File: config.mk
export PLATFORM = sky130hd
export DESIGN_NAME = csa_back
export DESIGN_NICKNAME = d
export VERILOG_FILES = /design/src/rtl/complex_scalar_alu_macros.svh /design/src/rtl/csa_pkg.sv /design/src/rtl/csa_back.sv
export SDC_FILE = /design/constraint.sdc
export NUM_CORES = 1
export LEC_CHECK = 0
export ABC_AREA = 1
export BUFFER_PORTS_ARGS = -buffer_cell sky130_fd_sc_hd__buf_2
export CORE_AREA = 2 2 104 106
export CTS_BUF_LIST = sky130_fd_sc_hd__clkbuf_2 sky130_fd_sc_hd__clkbuf_4 sky130_fd_sc_hd__clkbuf_8
export DETAILED_ROUTE_END_ITERATION = 12
export DIE_AREA = 0 0 106 108
export MAX_ROUTING_LAYER = met4
export PLACE_DENSITY = 0.78
export SETUP_SLACK_MARGIN = 0.2
export SLEW_MARGIN = 10
export SYNTH_ARGS = -nofsm -noshare
export SYNTH_HDL_FRONTEND = slang
export SYNTH_SLANG_ARGS = --single-unit
File: constraint.sdc
create_clock -name clk -period 0.8 [get_ports clk]
set_input_delay 0.24 -clock clk [delete_from_list [all_inputs] [get_ports clk]]
set_output_delay 0.24 -clock clk [all_outputs]
set_load 0.02 [all_outputs]
File: src/rtl/complex_scalar_alu_macros.svh
// Assertion macros used by the complex scalar ALU top level
`ifndef COMPLEX_SCALAR_ALU_MACROS_SVH
`define COMPLEX_SCALAR_ALU_MACROS_SVH

// Same-cycle implication, checked out of reset
`define CSA_ASSERT_NOW(lbl, ante, cons, msg) \
	lbl: assert property (@(posedge clk) disable iff (!arst_n) (ante) |-> (cons)) \
		else $error(msg);

// Next-cycle implication, checked out of reset
`define CSA_ASSERT_NEXT(lbl, ante, cons, msg) \
	lbl: assert property (@(posedge clk) disable iff (!arst_n) (ante) |=> (cons)) \
		else $error(msg);

`endif

File: src/rtl/csa_pkg.sv
// Types, constants and codes of the complex scalar ALU
package csa_pkg;
	localparam int DATA_W        = 16;
	localparam int FRAC_BITS_DEF = 8;
	localparam int PROD_W        = 2 * DATA_W;
	localparam int REM_W         = 3 * DATA_W;

	typedef enum logic [2:0] {
		MODE_ADD   = 3'd0,
		MODE_SUB   = 3'd1,
		MODE_MUL   = 3'd2,
		MODE_DIV   = 3'd3,
		MODE_SCALE = 3'd4,
		MODE_NEG   = 3'd5
	} mode_t;

	typedef enum logic [1:0] {
		ST_OK  = 2'd0,
		ST_SAT = 2'd1,
		ST_DZ  = 2'd2
	} status_t;

	typedef struct packed {
		logic [2:0]               mode;
		logic signed [DATA_W-1:0] a_real;
		logic signed [DATA_W-1:0] a_imag;
		logic signed [DATA_W-1:0] b_real;
		logic signed [DATA_W-1:0] b_imag;
	} req_t;

	typedef struct packed {
		logic signed [DATA_W-1:0] result_real;
		logic signed [DATA_W-1:0] result_imag;
		status_t                  status;
	} rsp_t;

	// One divider lane: partial remainder, quotient bits so far, overflow, sign
	typedef struct packed {
		logic [REM_W-1:0]  rem;
		logic [DATA_W-1:0] quo;
		logic              ovf;
		logic              neg;
	} lane_t;

	// Item state carried down the divider pipeline
	typedef struct packed {
		logic                     use_div;
		logic                     dz;
		logic [PROD_W-1:0]        den;
		logic signed [PROD_W:0]   dir_re;
		logic signed [PROD_W:0]   dir_im;
		lane_t                    re;
		lane_t                    im;
	} pipe_t;
endpackage

File: src/rtl/csa_back.sv
// Back end: saturation, status and the output register
module csa_back import csa_pkg::*; (
	input  logic  clk,
	input  logic  arst_n,
	input  logic  adv,
	input  logic  vld_in,
	input  pipe_t pipe,
	output logic  rsp_valid,
	output rsp_t  rsp
);
	localparam logic signed [PROD_W:0] MAX_X = (PROD_W+1)'({1'b0, {(DATA_W-1){1'b1}}});
	localparam logic signed [PROD_W:0] MIN_X = -MAX_X - 1;
	localparam logic [DATA_W-1:0] LIM_POS = {1'b0, {(DATA_W-1){1'b1}}};
	localparam logic [DATA_W-1:0] LIM_NEG = {1'b1, {(DATA_W-1){1'b0}}};

	logic [DATA_W-1:0] re_v, im_v, lim_re, lim_im, m_re, m_im;
	logic sat_re, sat_im;
	rsp_t r_c;

	// Narrow each part, clipping at the signed range
	always_comb begin
		lim_re = pipe.re.neg ? LIM_NEG : LIM_POS;
		lim_im = pipe.im.neg ? LIM_NEG : LIM_POS;
		sat_re = 1'b0;
		sat_im = 1'b0;
		m_re   = pipe.re.quo;
		m_im   = pipe.im.quo;
		if (pipe.use_div) begin
			if (pipe.re.ovf || (pipe.re.quo > lim_re)) begin
				m_re   = lim_re;
				sat_re = 1'b1;
			end
			if (pipe.im.ovf || (pipe.im.quo > lim_im)) begin
				m_im   = lim_im;
				sat_im = 1'b1;
			end
			re_v = pipe.re.neg ? -m_re : m_re;
			im_v = pipe.im.neg ? -m_im : m_im;
		end else begin
			re_v = DATA_W'(pipe.dir_re);
			im_v = DATA_W'(pipe.dir_im);
			if (pipe.dir_re > MAX_X) begin
				re_v   = LIM_POS;
				sat_re = 1'b1;
			end else if (pipe.dir_re < MIN_X) begin
				re_v   = LIM_NEG;
				sat_re = 1'b1;
			end
			if (pipe.dir_im > MAX_X) begin
				im_v   = LIM_POS;
				sat_im = 1'b1;
			end else if (pipe.dir_im < MIN_X) begin
				im_v   = LIM_NEG;
				sat_im = 1'b1;
			end
		end
		if (pipe.dz) begin
			r_c.result_real = '0;
			r_c.result_imag = '0;
			r_c.status      = ST_DZ;
		end else begin
			r_c.result_real = re_v;
			r_c.result_imag = im_v;
			r_c.status      = (sat_re || sat_im) ? ST_SAT : ST_OK;
		end
	end

	always_ff @(posedge clk or negedge arst_n) begin
		if (!arst_n) begin
			rsp_valid <= 1'b0;
		end else if (adv) begin
			rsp_valid <= vld_in;
		end
	end

	always_ff @(posedge clk) begin
		if (adv) begin
			rsp <= r_c;
		end
	end
endmodule

Word-level counts from Yosys, hierarchy flattened
Index checks and enable logic that the tools add are counted.
Widths: inputs -> output; s select.
Cells by class
  add/sub/neg operators: 2
  order comparisons: 6
  muxes and demuxes: 23
  reductions and logical operators: 3
Operator list (count)
  $mux 16: 14
  $gt 33x16->1 const B: 2
  $lt 33x16->1 const B: 2
  $gt 16x16->1: 2
  $neg 16->16: 2
  $mux 1: 9
  $logic_or 1x1->1: 3
Storage, ports and cells
  flip-flop bits (word level): 35
  output and inout port bits: 35

Depth between registers and ports, before layout
  depth after elaboration: 8
  mapped depth: 27
  mapped depth without buffers: 26

Worst setup path after synthesis
No wires, ideal clock.
  kind: input to register
  start point: input pipe[66] in the netlist's numbering
  end point: register rsp[24] in the netlist's numbering, data pin
  arrival: 2680 ps
  required time: 530 ps
  path slack: -2151 ps
  stages: 20
  cells stage by stage: clkinv_1 -> ha_1 -> nand2_1 -> nor3_2 -> nand3_1 -> nand2_2 -> nand2_2 -> nand2_4 -> buf_6 -> buf_2 -> o21ai_0 -> inv_1 -> ha_1 -> nand2_1 -> nor2_1 -> nand2_1 -> nand2_2 -> nand3_1 -> o211ai_1 -> a21oi_1
On the way
  word-level cells in the longest chain between the ends: 8
RTL lines
  from (decl): RTL line csa_back.sv:7  | input pipe_t pipe,
  $mux 16: RTL line csa_back.sv:22  | lim_re = pipe.re.neg ? LIM_NEG : LIM_POS;
  $gt 16x16->1: RTL line csa_back.sv:29  | if (pipe.re.ovf || (pipe.re.quo > lim_re)) begin
  $logic_or 1x1->1: RTL line csa_back.sv:29
  $mux 16: RTL line csa_back.sv:29
  $mux 16: RTL line csa_back.sv:28  | if (pipe.use_div) begin
  $neg 16->16: RTL line csa_back.sv:37  | re_v = pipe.re.neg ? -m_re : m_re;
  $mux 16 (*): RTL line csa_back.sv:37
  $mux 16 (*): RTL line csa_back.sv:28
  to (signal assigned): RTL line csa_back.sv:78  | rsp <= r_c;
  to (decl): RTL line csa_back.sv:9  | output rsp_t rsp
Mark *: on every way between the ends. The rest lies on a longest branch, timed or not. The select of a mux whose other input is x is not followed.
A chain may end at the register's enable or synchronous reset.

Worst setup path after layout
  start point: input pipe[66] in the netlist's numbering
  end point: register rsp[33] in the netlist's numbering, data pin
The elaborated chain is that of the path after synthesis.

==> metrics.md <==
| Metric | Value |
|---|---|
| Initial DRC Count | `398` |
| Critical path class | `in2reg` |
| Num rows | `37` |
| H-Tree Depth | `2` |
| Area leader, netlist | `edfxtp_1` |
| Most numerous cell in the Yosys netlist | `nand2_1` |
| Synth Cell Area | `3950 µm²` |
| Startpoint types | `input port` |
| Tcrit/Tclk final | `317%` |
| Inserted Diodes | `0` |
| Hold violation count in the final report | `0` |
| WP buf/inv | `3` |
| Cell family with the largest share of critical-path delay | `simple AND/OR/NAND/NOR gates` |
| Slew margin rel. | `70.9%` |
| Post-synth EDFFs | `34` |
| CP Max Fanout | `13` |
| Tightest Pin Transition | `0.435 ns` |
| F_max | `0.394 GHz` |
| Failing checks | `negative setup slack` |
| Die H | `108 µm` |
| Commonest cells in the netlist | `114 x nand2_1, 69 x inv_1, 62 x nand3_1` |
| Detail Route Antenna Nets | `0` |
| Synthesized flop and latch total | `35` |
| Setup Slack @ Placement | `-2.03 ns` |
| Critical Path Max Stage Delay | `0.27 ns` |
| CP cell instances | `buf_12 > buf_16 > ha_4 > nand4_1 > nor3_4 > nand2_1 > nand2_2 > nand2_4 > buf_8 > nand3_1 > nand3_2 > nor2_1 > nand2_1 > nand2_1 > nand3_1 > nand3_2 > a21oi_1` |
| Sequential cell area fraction in the yosys report | `26.5%` |
| RD Place Congestion | `0.924` |
| Pwr Density | `1130 nW/µm²` |
| Average size of a mapped cell | `6.94 µm²` |
| CTS clock-pin slew for the worst setup and hold paths | `0.07 ns` |
| Async set-reset flop share out of synthesis | `2.86%` |
| Clk sinks | `35` |
| Post-synth top area share | `25.9%` |
| Clk_lat worst skew | `0.28 ns` |
| Number of global-route vias before repair | `4948` |
| Post-synthesis net count | `839` |
| Starting Density | `38.6%` |
| Peak supply drop | `0.765 mV` |
| Yosys warns | `0` |
| Residual DRC | `0` |
| Largest net degree at the start of global routing | `19` |
| Worst EP arrival | `2.58 ns` |
| Top cells by area, synth | `edfxtp_1 26%, nand2_1 11%, ha_1 11%, nand3_1 7.9%, inv_1 6.6%` |
| Port buffer count | `142` |
| Post-synth top flop | `edfxtp_1` |
| Final Skew | `0 ns` |
| First-pass GRT wire length | `23500 µm` |
| Leak Pwr | `3.40 nW` |
| Vias per cell | `5.38` |
| Share of layout cells above drive strength 1 | `54.5%` |
| Clock root buffer | `clkbuf_8` |
| RSZ-0062 raised after global routing | `true` |
| Critical Path Most Common Cell | `nand2_1` |
| Clock Tree Buf Depth | `2` |
| Crit path max-delay cell type | `ha_4` |
| Syn-to-layout area delta | `81.8%` |
| Final Critical Period | `2.54 ns` |
| Final setup viols | `68` |
| Core ar. | `10200 µm²` |
| Initial antenna violation count | `0` |
| Cts bufs inserted | `5` |
| WL final | `15800 µm` |
| Grt ovf | `0` |
| Max-cap violations | `0` |
| Placed wire-length estimate | `11500 µm` |
| WL/cell | `16.2 µm` |
| Hold Path Class | `in2reg` |
| Required time of the worst setup path | `0.84 ns` |
| TritonRoute pass-1 iters | `6` |
| Worst setup EP type | `register` |
| Vias | `5249` |
| GRT Overall Usage | `26.1%` |
| CTS tree | `built` |
| Worst Setup Slack, final | `-1.74 ns` |
| Die X | `106 µm` |
| Post-route cell area | `7180 µm²` |
| Distinct cells, synth | `44` |
| Status | `finished with violations` |
| Mapped Cells | `569` |
| I/O pins | `271` |
| Cell Area, Placed | `6060 µm²` |
| Total die area | `11400 µm²` |
| Final nets | `1109` |
| Final Max Slew Viols | `0` |
-- layer usage --
layer,up-vias,GRT usage (%),part of all wire [%]
li1,2517,-,-
met1,2434,34.4,42
met2,259,43.2,49
met3,39,2.47,6.7
met4,0,7.33,2.6
met5,-,-,0
-- cell type report --
cell class                 instances  area, µm²
sequential                        35       1050
clock buffer                       5       68.8
tap                              136        170
multi-input combinational        444       3420
clock inverter                     3       15.0
timing repair buffer             279       2140
fill                             734       3060
inverter                          74        310
-- registers in the layout (all words and copies together), names as in the netlist --
name,count
rsp_valid,1
rsp,34
-- timing repair --
| item | in CTS | in global routing |
|---|---|---|
| setup endpoints to repair | 102 | 69 |
| resized for setup | 125 | 92 |
| setup buffers | 7 | 12 |
| gates cloned | 3 | 0 |
| hold endpoints to repair | 1 | 0 |
| pin swaps | 48 | 46 |
| hold buffers | 1 | 0 |
-- kinds of logic after synthesis --
family,count (synthesis),share of synthesized area (%)
simple gates,294,36.8
compound gates,114,16.2
buf+inv,91,9.51
flops,35,26.5
fa+ha+maj,34,10.8
mux,1,0.285
-- where the power goes --
part	internal [mW]	switching [mW]
combinational	2.11	2.42
sequential	2.22	0.116
clock	0.591	0.642
-- stage by stage --
step | hold slack [ns] | power, mW | util [%] | std cells | TNS, ns
detailed placement | 0.0190 | 5.79 | 59.3 | 945 | -67.36
CTS | 0.206 | 7.51 | 65.7 | 964 | -57.26
global route | 0.206 | 8.55 | 70.1 | 976 | -66.01
floorplan | -0.0556 | 4.20 | - | 569 | -46.19
global placement | 0.0146 | 5.68 | 59.3 | 945 | -64.20
finish | 0.210 | 8.11 | 70.1 | 976 | -61.38
-- layout by cell type, fill, tap and decap left out, drive strengths merged --
cell,n
buf,278
nand2,128
nand3,72
inv,71
o21ai,51
nor2,50
a21oi,40
edfxtp,34
ha,34
nand4,18
o211ai,9
nor4,8
nor3,8
a31oi,5
clkbuf,5
clkinv,5
or2,4
a21o,2
and2,2
nand3b,2
o311ai,2
o221ai,2
and3,1
a311oi,1
o31ai,1
nor2b,1
mux2,1
or3,1
o22ai,1
clkinvlp,1
dlygate4sd3,1
dfrtp,1
-- final timing paths --
path,startpoint,end,depth (start not counted),slack (ns)
hold reg to reg,rsp_valid$_DFFE_PN0P_,rsp_valid$_DFFE_PN0P_,1,0.55
setup reg to reg,rsp_valid$_DFFE_PN0P_,rsp_valid$_DFFE_PN0P_,1,0.01
setup / recovery,pipe[66],rsp[33]$_SDFFCE_PP0P_,17,-1.74
max in group asynchronous,arst_n,rsp_valid$_DFFE_PN0P_,2,0.44
hold / removal,vld_in,rsp_valid$_DFFE_PN0P_,2,0.21
min in group asynchronous,arst_n,rsp_valid$_DFFE_PN0P_,2,0.27
(Power assumes the default switching activity.)
