===== config.mk =====
export PLATFORM = sky130hd
export DESIGN_NAME = csa_div_stage
export DESIGN_NICKNAME = d
export VERILOG_FILES = /design/src/rtl/complex_scalar_alu_macros.svh /design/src/rtl/csa_pkg.sv /design/src/rtl/csa_div_stage.sv
export SDC_FILE = /design/constraint.sdc
export NUM_CORES = 1
export LEC_CHECK = 0
export BUFFER_PORTS_ARGS = -buffer_cell sky130_fd_sc_hd__buf_2
export CAP_MARGIN = 15
export CORE_UTILIZATION = 35
export CTS_CLUSTER_DIAMETER = 120
export DETAILED_ROUTE_END_ITERATION = 7
export GPL_TIMING_DRIVEN = 0
export PLACE_DENSITY = 0.62
export SYNTH_ARGS = -nofsm -noshare
export SYNTH_HDL_FRONTEND = slang
export SYNTH_SLANG_ARGS = --single-unit

===== constraint.sdc =====
create_clock -name clk -period 2.2 [get_ports clk]
set_clock_uncertainty 0.1 [all_clocks]
set_input_delay 0.11 -clock clk [delete_from_list [all_inputs] [get_ports clk]]
set_output_delay 0.11 -clock clk [all_outputs]
set_load 0.05 [all_outputs]

===== src/rtl/complex_scalar_alu_macros.svh =====
// Assertion macros used by the complex scalar ALU top level
`ifndef COMPLEX_SCALAR_ALU_MACROS_SVH
`define COMPLEX_SCALAR_ALU_MACROS_SVH

// Same-cycle implication, checked out of reset
`define CSA_ASSERT_NOW(lbl, ante, cons, msg) \
	lbl: assert property (@(posedge clk) disable iff (!arst_n) (ante) |-> (cons)) \
		else $error(msg);

// Next-cycle implication, checked out of reset
`define CSA_ASSERT_NEXT(lbl, ante, cons, msg) \
	lbl: assert property (@(posedge clk) disable iff (!arst_n) (ante) |=> (cons)) \
		else $error(msg);

`endif


===== src/rtl/csa_pkg.sv =====
// Types, constants and codes of the complex scalar ALU
package csa_pkg;
	localparam int DATA_W        = 16;
	localparam int FRAC_BITS_DEF = 8;
	localparam int PROD_W        = 2 * DATA_W;
	localparam int REM_W         = 3 * DATA_W;

	typedef enum logic [2:0] {
		MODE_ADD   = 3'd0,
		MODE_SUB   = 3'd1,
		MODE_MUL   = 3'd2,
		MODE_DIV   = 3'd3,
		MODE_SCALE = 3'd4,
		MODE_NEG   = 3'd5
	} mode_t;

	typedef enum logic [1:0] {
		ST_OK  = 2'd0,
		ST_SAT = 2'd1,
		ST_DZ  = 2'd2
	} status_t;

	typedef struct packed {
		logic [2:0]               mode;
		logic signed [DATA_W-1:0] a_real;
		logic signed [DATA_W-1:0] a_imag;
		logic signed [DATA_W-1:0] b_real;
		logic signed [DATA_W-1:0] b_imag;
	} req_t;

	typedef struct packed {
		logic signed [DATA_W-1:0] result_real;
		logic signed [DATA_W-1:0] result_imag;
		status_t                  status;
	} rsp_t;

	// One divider lane: partial remainder, quotient bits so far, overflow, sign
	typedef struct packed {
		logic [REM_W-1:0]  rem;
		logic [DATA_W-1:0] quo;
		logic              ovf;
		logic              neg;
	} lane_t;

	// Item state carried down the divider pipeline
	typedef struct packed {
		logic                     use_div;
		logic                     dz;
		logic [PROD_W-1:0]        den;
		logic signed [PROD_W:0]   dir_re;
		logic signed [PROD_W:0]   dir_im;
		lane_t                    re;
		lane_t                    im;
	} pipe_t;
endpackage


===== src/rtl/csa_div_stage.sv =====
// One restoring-division stage: resolves one quotient bit on both lanes
module csa_div_stage import csa_pkg::*; #(
	parameter int BIT = 0
) (
	input  logic  clk,
	input  logic  arst_n,
	input  logic  adv,
	input  logic  vld_in,
	input  pipe_t pipe_in,
	output logic  vld_out,
	output pipe_t pipe_out
);
	logic [REM_W-1:0] cand;
	pipe_t p_c;

	// Trial-subtract the shifted denominator on each lane
	always_comb begin
		cand = REM_W'(pipe_in.den) << BIT;
		p_c  = pipe_in;
		if (pipe_in.re.rem >= cand) begin
			p_c.re.rem      = pipe_in.re.rem - cand;
			p_c.re.quo[BIT] = 1'b1;
		end
		if (pipe_in.im.rem >= cand) begin
			p_c.im.rem      = pipe_in.im.rem - cand;
			p_c.im.quo[BIT] = 1'b1;
		end
	end

	always_ff @(posedge clk or negedge arst_n) begin
		if (!arst_n) begin
			vld_out <= 1'b0;
		end else if (adv) begin
			vld_out <= vld_in;
		end
	end

	always_ff @(posedge clk) begin
		if (adv) begin
			pipe_out <= p_c;
		end
	end
endmodule


## After elaboration in Yosys (flattened, before gate mapping)

Cells that the tools add are included.

| operators by class | value |
|---|---|
| add/sub/neg operators | 2 |
| order comparisons | 2 |
| muxes and demuxes | 2 |

Operator list:

| cell | number |
|---|---|
| 48-bit by 32-bit greater-or-equal comparator with 1-bit output | 2 |
| 48-bit 2-to-1 mux | 2 |
| 48-bit by 32-bit subtractor with 48-bit output | 2 |

| storage, ports and cells | value |
|---|---|
| logic and storage cells | 22 |
| output and inout port bits | 233 |
| bits of input ports | 236 |
| register bits | 233 |

## Depth between registers and ports, before layout

Gate-level depths: netlist of run 1.

| logic depth | value |
|---|---|
| depth in word-level cells | 2 |
| mapped depth | 12 |
| mapped depth without buffers | 11 |

## Least setup slack after synthesis of run 1

Ideal clock, no wire load.

| timing | value |
|---|---|
| path kind | input -> register |
| from | input pipe_in[222] (netlist name) |
| to | register pipe_out[127] (netlist name) (data pin) |
| path buffers | 1 |
| data arrival time | 2.556 ns |
| stages on the path | 10 |
| setup time | 0.258 ns |
| required time | 1.842 ns |
| slack | -0.714 ns |
| cells stage by stage | inv_1 > ha_1 > clkbuf_1 > nand4_1 > or4_1 > a211oi_1 > o21ai_1 > a2111oi_2 > nand4_1 > xnor2_1 |

RTL lines:

| item | line | RTL |
|---|---|---|
| start, declared | csa_div_stage.sv:9 | `input pipe_t pipe_in,` |
| end signal, assigned | csa_div_stage.sv:40 | `pipe_out <= p_c;` |
| end, declared | csa_div_stage.sv:11 | `output pipe_t pipe_out` |

==> flow_summary_export.csv, run 1 <==
group,metric,value,unit
outcome,status,"finished with violations",
outcome,violations,"hold timing, setup timing",
hold_path,worstHoldEndpoint,"pipe_out[84]",
clock_network,cts_tree,"built",
grt,grt_pass1_vias,12100,
critical_path,crit_required,2.38,ns
critical_path,path_cells,"buf_6, or3_4, or2_4, or4_4, or4_4, a211oi_4, nand2_4, buf_6, clkbuf_16, nor2_4, a21oi_4",
cells_and_area,layout_commonest_cell,"buf_2",
floorplan,start_util,0.356,
power_and_ir_drop,swShare,0.350,
synth,synth.net_count,1375,
grt,grt_pass1_wl,74.2,mm
timing,worstMarginPinSlew,0.960,ns
timing,slew-limit-headroom,0.360,
power_and_ir_drop,p_seq_frac,0.368,
critical_path,crit_arrival,2.68,ns
timing,max_freq,0.400,GHz
timing,slew_violations,0,
critical_path,r2r_start,"vld_out",
critical_path,critical_path.startpoint_type,"input port",
hold_path,hold_start,"pipe_in[84]",
floorplan,core,34500,µm²
power_and_ir_drop,max-vdd-ir-drop,0.567,mV
power_and_ir_drop,intPower,9.85,mW
detailed_routing,drc,0,
grt,antenna_found_initial,28,
timing,rsz0062_at_grt,"true",
power_and_ir_drop,p_leak,8.56,nW
critical_path,worst_path_max_delay_cell,"or4_4",
floorplan,rows,68,
clock_network,cts.sinks,233,
timing,finalCritPeriodShare,1.13,
place,place.detailed.hpwl,38.4,mm
detailed_routing,route.vias.total,12300,
grt,grt_usage,0.279,
timing,finalSetupViolCount,92,
synth,ys.flop_type,"edfxtp_1",
floorplan,num_io_pins,469,
grt,grt_overflow_total,0,
power_and_ir_drop,cellPowerDensity,722,nW/µm²
critical_path,path_class,"input port to register",
synth,synth_cells,1073,
cells_and_area,area_growth,70.5,%
critical_path,crit_path_end_kind,"register",
synth,yosysWarnings,0,
cells_and_area,register_area,6990,µm²
power_and_ir_drop,p_sw,5.30,mW
critical_path,path_buf_inv,3,
critical_path,cpPeakStageDelay,0.53,ns
clock_network,cts-root-buf,"clkbuf_16",
cells_and_area,fin_nets,2171,
synth,synth_edf_count,232,
critical_path,regToRegSetupSlack,1.34,ns
place,post-place-ws,-1.24,ns
timing,setup-tns-final,-12.97,ns
critical_path,r2r_end,"vld_out",
clock_network,clk_pin_slew,0.06,ns
grt,grt_max_degree,125,
critical_path,r2r_cells,1,
power_and_ir_drop,pwr-share-comb,0.328,
timing,min_period,2.50,ns
power_and_ir_drop,pwr-share-clk,0.304,
synth,syn_area,12300,µm²
floorplan,die_y,189,µm
clock_network,clock_tree.buffer_depth,3,
clock_network,htree_levels,1,
clock_network,insertion_delay,0.54,ns
synth,ys_async_sr_fraction,0.00429,
cells_and_area,multi_input_area,6370,µm²
timing,finalHoldViolCount,14,
synth,syn_area_per_cell,11.5,µm²
hold_path,whs_path_depth,3,
floorplan,die_x,189,µm
synth,ys_types,65,
flow_run,maxCapViolations,0,
detailed_routing,vias_per_cell,5.21,
timing,setup_ws,-0.297,ns
detailed_routing,drtPass1Iterations,5,
detailed_routing,wirelength,52.8,mm
floorplan,design.die.area,35900,µm²
timing,fin_hold_ws,-0.194,ns
place,gp_congestion,0.900,
detailed_routing,drtIter0Drc,735,
cells_and_area,layout_common_cells,"buf_2, dlygate4sd3_1, edfxtp_1, nor2_1, a21oi_1",
critical_path,cp_top_family,"simple AND/OR/NAND/NOR gates",
synth,yosysSeqAreaShare,0.569,
place,numPortBuffers,467,
hold_path,min-delay-path-class,"input port to register",
cells_and_area,drive_gt1_frac,0.444,
cells_and_area,n_fill_cell,2872,
detailed_routing,postRouteAntennaNets,0,
synth,synth_seq_cells,233,
clock_network,numCtsBuffers,27,
detailed_routing,wl_per_cell,22.4,µm
critical_path,path_max_fanout,6,
==> Yosys cell counts, types with 3 or more instances <==
| cell type | instances | area share |
|---|---|---|
| a2111oi_0 | 5 | 0.0036 |
| a2111oi_2 | 3 | 0.0037 |
| a211oi_1 | 8 | 0.0049 |
| a21o_1 | 22 | 0.013 |
| a21oi_1 | 127 | 0.052 |
| a311oi_1 | 4 | 0.0028 |
| a31oi_1 | 7 | 0.0036 |
| and2_1 | 7 | 0.0036 |
| and3_1 | 8 | 0.0041 |
| and4_1 | 5 | 0.0036 |
| buf_6 | 3 | 0.0027 |
| clkbuf_1 | 29 | 0.0089 |
| edfxtp_1 | 232 | 0.57 |
| ha_1 | 64 | 0.065 |
| inv_1 | 48 | 0.015 |
| mux2_2 | 3 | 0.0027 |
| mux2_4 | 4 | 0.0049 |
| nand2_1 | 72 | 0.022 |
| nand2b_1 | 15 | 0.0076 |
| nand3_1 | 20 | 0.0081 |
| nand4_1 | 19 | 0.0097 |
| nand4b_1 | 3 | 0.0021 |
| nor2_1 | 103 | 0.031 |
| nor2b_1 | 8 | 0.0041 |
| nor3_1 | 18 | 0.0073 |
| nor3b_1 | 4 | 0.0024 |
| nor4_1 | 10 | 0.0051 |
| o2111ai_1 | 5 | 0.0036 |
| o211ai_1 | 5 | 0.0031 |
| o21a_1 | 8 | 0.0049 |
| o21ai_0 | 54 | 0.022 |
| o21bai_1 | 9 | 0.0055 |
| o31ai_1 | 7 | 0.0043 |
| o41ai_1 | 3 | 0.0021 |
| or3_1 | 9 | 0.0046 |
| xnor2_1 | 56 | 0.040 |
| xor2_1 | 31 | 0.022 |
==> worst max-delay path by stage <==
stage | startpoint | slack [ns] | endpoint | depth (start not counted)
2_1_floorplan | pipe_in[126] | -0.67 | pipe_out[101] | 8
3_3_place_gp | adv | -2.56 | vld_out | 2
3_5_place_dp | pipe_in[199] | -1.24 | pipe_out[129] | 11
4_1_cts | pipe_in[126] | -0.30 | pipe_out[104] | 11
5_1_grt | pipe_in[209] | -0.35 | pipe_out[114] | 13
6_report | pipe_in[126] | -0.30 | pipe_out[104] | 11
==> power groups by stage <==
stage	logic (mW)	clock network, mW	registers [mW]
final	4.97	4.61	5.57
after global routing	5.21	4.84	5.61
after CTS	4.71	4.69	5.57
after detailed placement	4.12	0	5.66
after global placement	4.10	0	5.68
after floorplan	1.25	0	7.29
==> flip-flops by register name, indices dropped and copies added, names as in the netlist <==
register,count
pipe_out,232
vld_out,1
==> cell families after synthesis <==
kind of cell / synth area share
AOI/OAI and AO/OA: 0.145
xor gates and xnor gates: 0.0620
muxes: 0.00763
adders and majority gates: 0.0684
and+or+nand+nor: 0.122
DFF: 0.569
buffers and inverters: 0.0262
==> through the flow <==
stage / cell area (µm²) / util / power [mW] / std cells
after floorplan: 12800 / - / 8.54 / 1073
after global placement: 15700 / 0.455 / 9.78 / 1995
after detailed placement: 15800 / 0.457 / 9.78 / 1997
after CTS: 20100 / 0.582 / 15.0 / 2321
after global routing: 21000 / 0.607 / 15.7 / 2350
final: 21000 / 0.607 / 15.1 / 2357
==> timing repair <==
action,CTS,global route
pin swaps,52,60
buffers inserted,40,24
setup endpoints to repair,98,98
gates cloned,3,5
gates resized for setup,157,148
hold buffers,234,4
endpoints found under the hold margin,233,6
==> cell type report <==
type | instances | area share
well taps | 455 | 0.0271
repair buffers | 775 | 0.263
clock buffers | 32 | 0.0331
clock inverters | 17 | 0.00966
plain buffers | 24 | 0.0183
multi-input cells | 760 | 0.304
diodes | 13 | 0.00155
inverters | 48 | 0.0103
flip-flops and latches | 233 | 0.333
==> metal layers <==
metal	track usage	up-vias	wire length (µm)
li1	-	5657	-
met1	0.339	5981	20100
met2	0.474	512	25700
met3	0.0632	123	4430
met4	0.118	12	2410
met5	0	-	90
==> worst min-delay path: stages <==
cell,delay (ns)
buf_8,0.08
nor2_1,0.03
a21oi_1,0.10
No activity file was read; power rests on OpenSTA's default activity.
==> inputs of run 2 (changes only) <==
HOLD_SLACK_MARGIN = 0.03   (was not set)
==> flow_summary_export.csv, run 2 (synthesis results as in run 1) <==
group,metric,value,unit
outcome,status,"finished with violations",
outcome,violations,"hold timing, setup timing",
cells_and_area,multi_input_area,6360,µm²
power_and_ir_drop,max-vdd-ir-drop,0.567,mV
cells_and_area,register_area,6990,µm²
power_and_ir_drop,total_power,15.1,mW
cells_and_area,largest_reg_flops,232,
grt,grt_usage,0.280,
hold_path,min-delay-path-class,"input port to register",
detailed_routing,vias_per_cell,5.17,
clock_network,clk_pin_slew,0.06,ns
grt,antenna_found_initial,30,
detailed_routing,wl_per_cell,22.2,µm
detailed_routing,drtIter0Drc,664,
floorplan,die_y,189,µm
place,numPortBuffers,467,
critical_path,critical_path.startpoint_type,"input port",
timing,finalCritPeriodShare,1.14,
floorplan,rows,68,
floorplan,num_io_pins,469,
detailed_routing,route.vias.total,12200,
timing,max_freq,0.400,GHz
timing,slew-limit-headroom,0.411,
critical_path,path_class,"input port to register",
timing,fin_hold_ws,-0.194,ns
floorplan,design.die.area,35900,µm²
flow_run,maxCapViolations,0,
floorplan,die_x,189,µm
critical_path,crit_path_end_kind,"register",
timing,rsz0062_at_grt,"true",
timing,min_period,2.50,ns
detailed_routing,drc,0,
place,place.detailed.hpwl,38.4,mm
grt,grt_overflow_total,0,
cells_and_area,largestRegisters,"pipe_out x232, vld_out x1",
cells_and_area,fin_util,0.606,
timing,finalHoldViolCount,2,
cells_and_area,layout_commonest_cell,"buf_2",
clock_network,insertion_delay,0.54,ns
timing,setup_ws,-0.297,ns
timing,setup-tns-final,-11.20,ns
power_and_ir_drop,p_leak,8.53,nW
critical_path,crit_required,2.38,ns
cells_and_area,drive_gt1_frac,0.439,
floorplan,start_util,0.356,
floorplan,core,34500,µm²
detailed_routing,postRouteAntennaNets,0,
timing,worstMarginPinSlew,0.884,ns
place,gp_congestion,0.900,
cells_and_area,regMostFlops,"pipe_out",
place,placed_cells,1997,
cells_and_area,n_fill_cell,2883,
clock_network,numCtsBuffers,27,
cells_and_area,post-route-cell-area,20900,µm²
grt,grt_pass1_wl,74.5,mm
clock_network,cts_tree,"built",
critical_path,path_max_fanout,6,
clock_network,clock_tree.buffer_depth,3,
cells_and_area,finalNonFillerCells,2360,
cells_and_area,layout_common_cells,"buf_2, dlygate4sd3_1, edfxtp_1, a21oi_1, nor2_1",
timing,finalSetupViolCount,82,
place,placed_area,15800,µm²
detailed_routing,drtPass1Iterations,5,
grt,grt_max_degree,125,
critical_path,crit_arrival,2.68,ns
clock_network,htree_levels,1,
detailed_routing,wirelength,52.5,mm
grt,grt_pass1_vias,12100,
power_and_ir_drop,cellPowerDensity,724,nW/µm²
place,post-place-ws,-1.24,ns
cells_and_area,fin_nets,2173,
clock_network,cts-root-buf,"clkbuf_16",
cells_and_area,area_growth,70.1,%
timing,slew_violations,0,
clock_network,cts.sinks,233,
-- run 2: cell count changes in the layout (fill, tap and decap cells not counted), moves of 3 or more --
cell,previous run,this run
a21oi_1,71,78
a21oi_2,49,42
dlygate4sd3_1,237,242
buf_4,53,56
buf_6,18,15
clkbuf_16,36,33
-- run 2: worst max-delay path, stage by stage --
cell and delay [ns]:
buf_6 0.09, or3_4 0.38, or2_4 0.24, or4_4 0.42
or4_4 0.53, a211oi_4 0.24, nand2_4 0.18, buf_6 0.17
clkbuf_16 0.17, nor2_4 0.10, a21oi_4 0.04
-- run 2: report_power, final --
| part | switching, mW | total [mW] | internal (mW) |
|---|---|---|---|
| registers | 0.120 | 5.57 | 5.45 |
| clock network | 1.87 | 4.60 | 2.73 |
| logic | 3.30 | 4.97 | 1.67 |
| total | 5.29 | 15.1 | 9.86 |
-- run 2: area by class of cell --
type / count / area share
multi-input cells: 760 / 0.304
inverters: 48 / 0.0103
clock inverters: 17 / 0.00969
clock buffers: 32 / 0.0332
repair buffers: 778 / 0.262
well taps: 455 / 0.0272
diodes: 14 / 0.00167
plain buffers: 23 / 0.0179
flip-flops and latches: 233 / 0.334
-- run 2: path summary, 6_finish.rpt --
kind | from | to | slack [ns] | cells after the start
worst max-delay path | pipe_in[126] | pipe_out[104] | -0.30 | 11
worst min-delay path | pipe_in[84] | pipe_out[84] | -0.19 | 3
worst max register to register | vld_out | vld_out | 1.34 | 1
worst min register to register | vld_out | vld_out | 0.44 | 1
max in group asynchronous | arst_n | vld_out | 1.59 | 3
min in group asynchronous | arst_n | vld_out | 0.30 | 3
-- run 2: routing by layer --
metal / global-route usage / wire, µm / up-vias
li1: - / - / 5655
met1: 0.335 / 20100 / 5904
met2: 0.478 / 25500 / 515
met3: 0.0699 / 4340 / 118
met4: 0.115 / 2430 / 14
met5: 0 / 93 / -
-- run 2: timing repair --
action                                  4_1_cts  5_1_grt
endpoints found under the setup margin       98       98
resized for setup                           157      138
pin swaps                                    52       49
hold buffers                                237        7
gates cloned                                  3        1
endpoints found under the hold margin       246        9
setup buffers                                40       24
==> inputs of run 3 (changes only) <==
CORE_ASPECT_RATIO = 1.1   (was not set)
==> flow_summary_export.csv, run 3 (synthesis results as in run 1) <==
group,metric,value,unit
critical_path,r2r_start,"vld_out",
detailed_routing,drtIter0Drc,796,
critical_path,path_max_fanout,6,
timing,slew_violations,0,
place,numPortBuffers,467,
detailed_routing,route.vias.total,12500,
detailed_routing,drc,0,
critical_path,crit_required,2.40,ns
timing,finalHoldViolCount,1,
floorplan,num_io_pins,469,
clock_network,numCtsBuffers,27,
critical_path,crit_arrival,2.70,ns
cells_and_area,fin_nets,2188,
place,place.detailed.hpwl,37.1,mm
hold_path,min-delay-path-class,"input port to register",
clock_network,htree_levels,1,
floorplan,start_util,0.358,
floorplan,die_x,181,µm
timing,max_freq,0.400,GHz
floorplan,design.die.area,35900,µm²
timing,min_period,2.50,ns
clock_network,insertion_delay,0.54,ns
cells_and_area,area_growth,72.7,%
timing,setup_ws,-0.298,ns
timing,fin_hold_ws,-0.193,ns
cells_and_area,largest_reg_flops,232,
grt,grt_max_degree,126,
floorplan,core,34400,µm²
detailed_routing,drtPass1Iterations,5,
floorplan,rows,71,
clock_network,clk_pin_slew,0.06,ns
detailed_routing,wl_per_cell,22.6,µm
critical_path,crit_path_end_kind,"register",
power_and_ir_drop,max-vdd-ir-drop,0.606,mV
timing,finalCritPeriodShare,1.14,
place,gp_congestion,0.931,
timing,worstMarginPinSlew,0.870,ns
outcome,status,"finished with violations",
grt,grt_pass1_wl,74.8,mm
cells_and_area,layout_common_cells,"buf_2, dlygate4sd3_1, edfxtp_1, a21oi_1",
cells_and_area,largestRegisters,"pipe_out x232, vld_out x1",
clock_network,clock_tree.buffer_depth,3,
grt,antenna_found_initial,17,
cells_and_area,drive_gt1_frac,0.452,
clock_network,cts.sinks,233,
detailed_routing,wirelength,53.0,mm
outcome,violations,"hold timing, setup timing",
detailed_routing,vias_per_cell,5.30,
floorplan,die_y,199,µm
grt,grt_usage,0.279,
power_and_ir_drop,p_leak,8.66,nW
timing,setup-tns-final,-11.71,ns
flow_run,maxCapViolations,0,
cells_and_area,layout_commonest_cell,"buf_2",
timing,rsz0062_at_grt,"true",
hold_path,hold_start,"pipe_in[84]",
timing,slew-limit-headroom,0.420,
clock_network,cts-root-buf,"clkbuf_16",
critical_path,cp-startpoint,"pipe_in[126]",
grt,grt_overflow_total,0,
critical_path,path_class,"input port to register",
clock_network,cts_tree,"built",
cells_and_area,regMostFlops,"pipe_out",
timing,finalSetupViolCount,80,
detailed_routing,postRouteAntennaNets,0,
power_and_ir_drop,cellPowerDensity,707,nW/µm²
cells_and_area,fin_util,0.618,
grt,grt_pass1_vias,12400,
critical_path,critical_path.startpoint_type,"input port",
## run 3: cell types whose count changed in the layout (fill, tap and decap cells not counted), sizes merged
cell         previous run  this run
bufinv                  4         3
inv                    49        48
diode                  14         9
clkinvlp                1         3
buf                   543       560
clkinv                 11         7
dlygate4sd3           242       240
## run 3: stage by stage
step	cell area, µm²	hold slack (ns)	instances	setup WS, ns	total power [mW]
2_1_floorplan	12800	-0.286	1073	-0.668	8.54
3_3_place_gp	15700	-0.208	1978	-2.47	9.78
3_5_place_dp	15800	-0.206	1980	-1.33	9.77
4_1_cts	20200	-0.353	2296	-0.302	14.8
5_1_grt	21200	-0.176	2346	-0.383	15.5
6_report	21200	-0.193	2349	-0.298	15.0
## run 3: per-layer routing
layer / wire length [µm] / track usage / share of wire
met1: 19900 / 0.317 / 0.37
met2: 26400 / 0.498 / 0.50
met3: 3990 / 0.0615 / 0.075
met4: 2700 / 0.132 / 0.051
met5: 39 / 0 / 0.00074
## run 3: worst max-delay path: stages
cell,delay [ns]
buf_6,0.09
or3_4,0.38
or2_1,0.23
or4_4,0.42
or4_4,0.52
a211oi_4,0.24
nand2_4,0.09
buf_12,0.16
buf_12,0.15
mux2_4,0.30
## run 3: what timing repair did
| item | 4_1_cts | 5_1_grt |
|---|---|---|
| endpoints found under the hold margin | 233 | 5 |
| hold buffers | 235 | 5 |
| buffers inserted | 36 | 44 |
| pin swaps | 49 | 72 |
| gates resized for setup | 179 | 177 |
| endpoints found under the setup margin | 98 | 95 |
| cloned | 7 | 2 |
## run 3: final timing paths
kind	end	slack [ns]	depth (start not counted)
worst max-delay path	pipe_out[113]	-0.30	10
worst min-delay path	pipe_out[84]	-0.19	3
worst max register to register	vld_out	1.36	1
worst min register to register	vld_out	0.41	1
max in group asynchronous	vld_out	1.58	3
min in group asynchronous	vld_out	0.31	3
## run 3: power by group
| part | internal [mW] | switching (mW) |
|---|---|---|
| registers | 5.45 | 0.125 |
| logic | 1.71 | 3.34 |
| clock network | 2.59 | 1.81 |
## run 3: area by class of cell
type                    count  area, µm²
diodes                      9       22.5
flip-flops and latches    233       6990
fillers                  2743      13100
plain buffers              20        315
clock buffers              32        694
clock inverters            13        150
multi-input cells         760       6540
well taps                 438        548
inverters                  48        228
repair buffers            796       5750
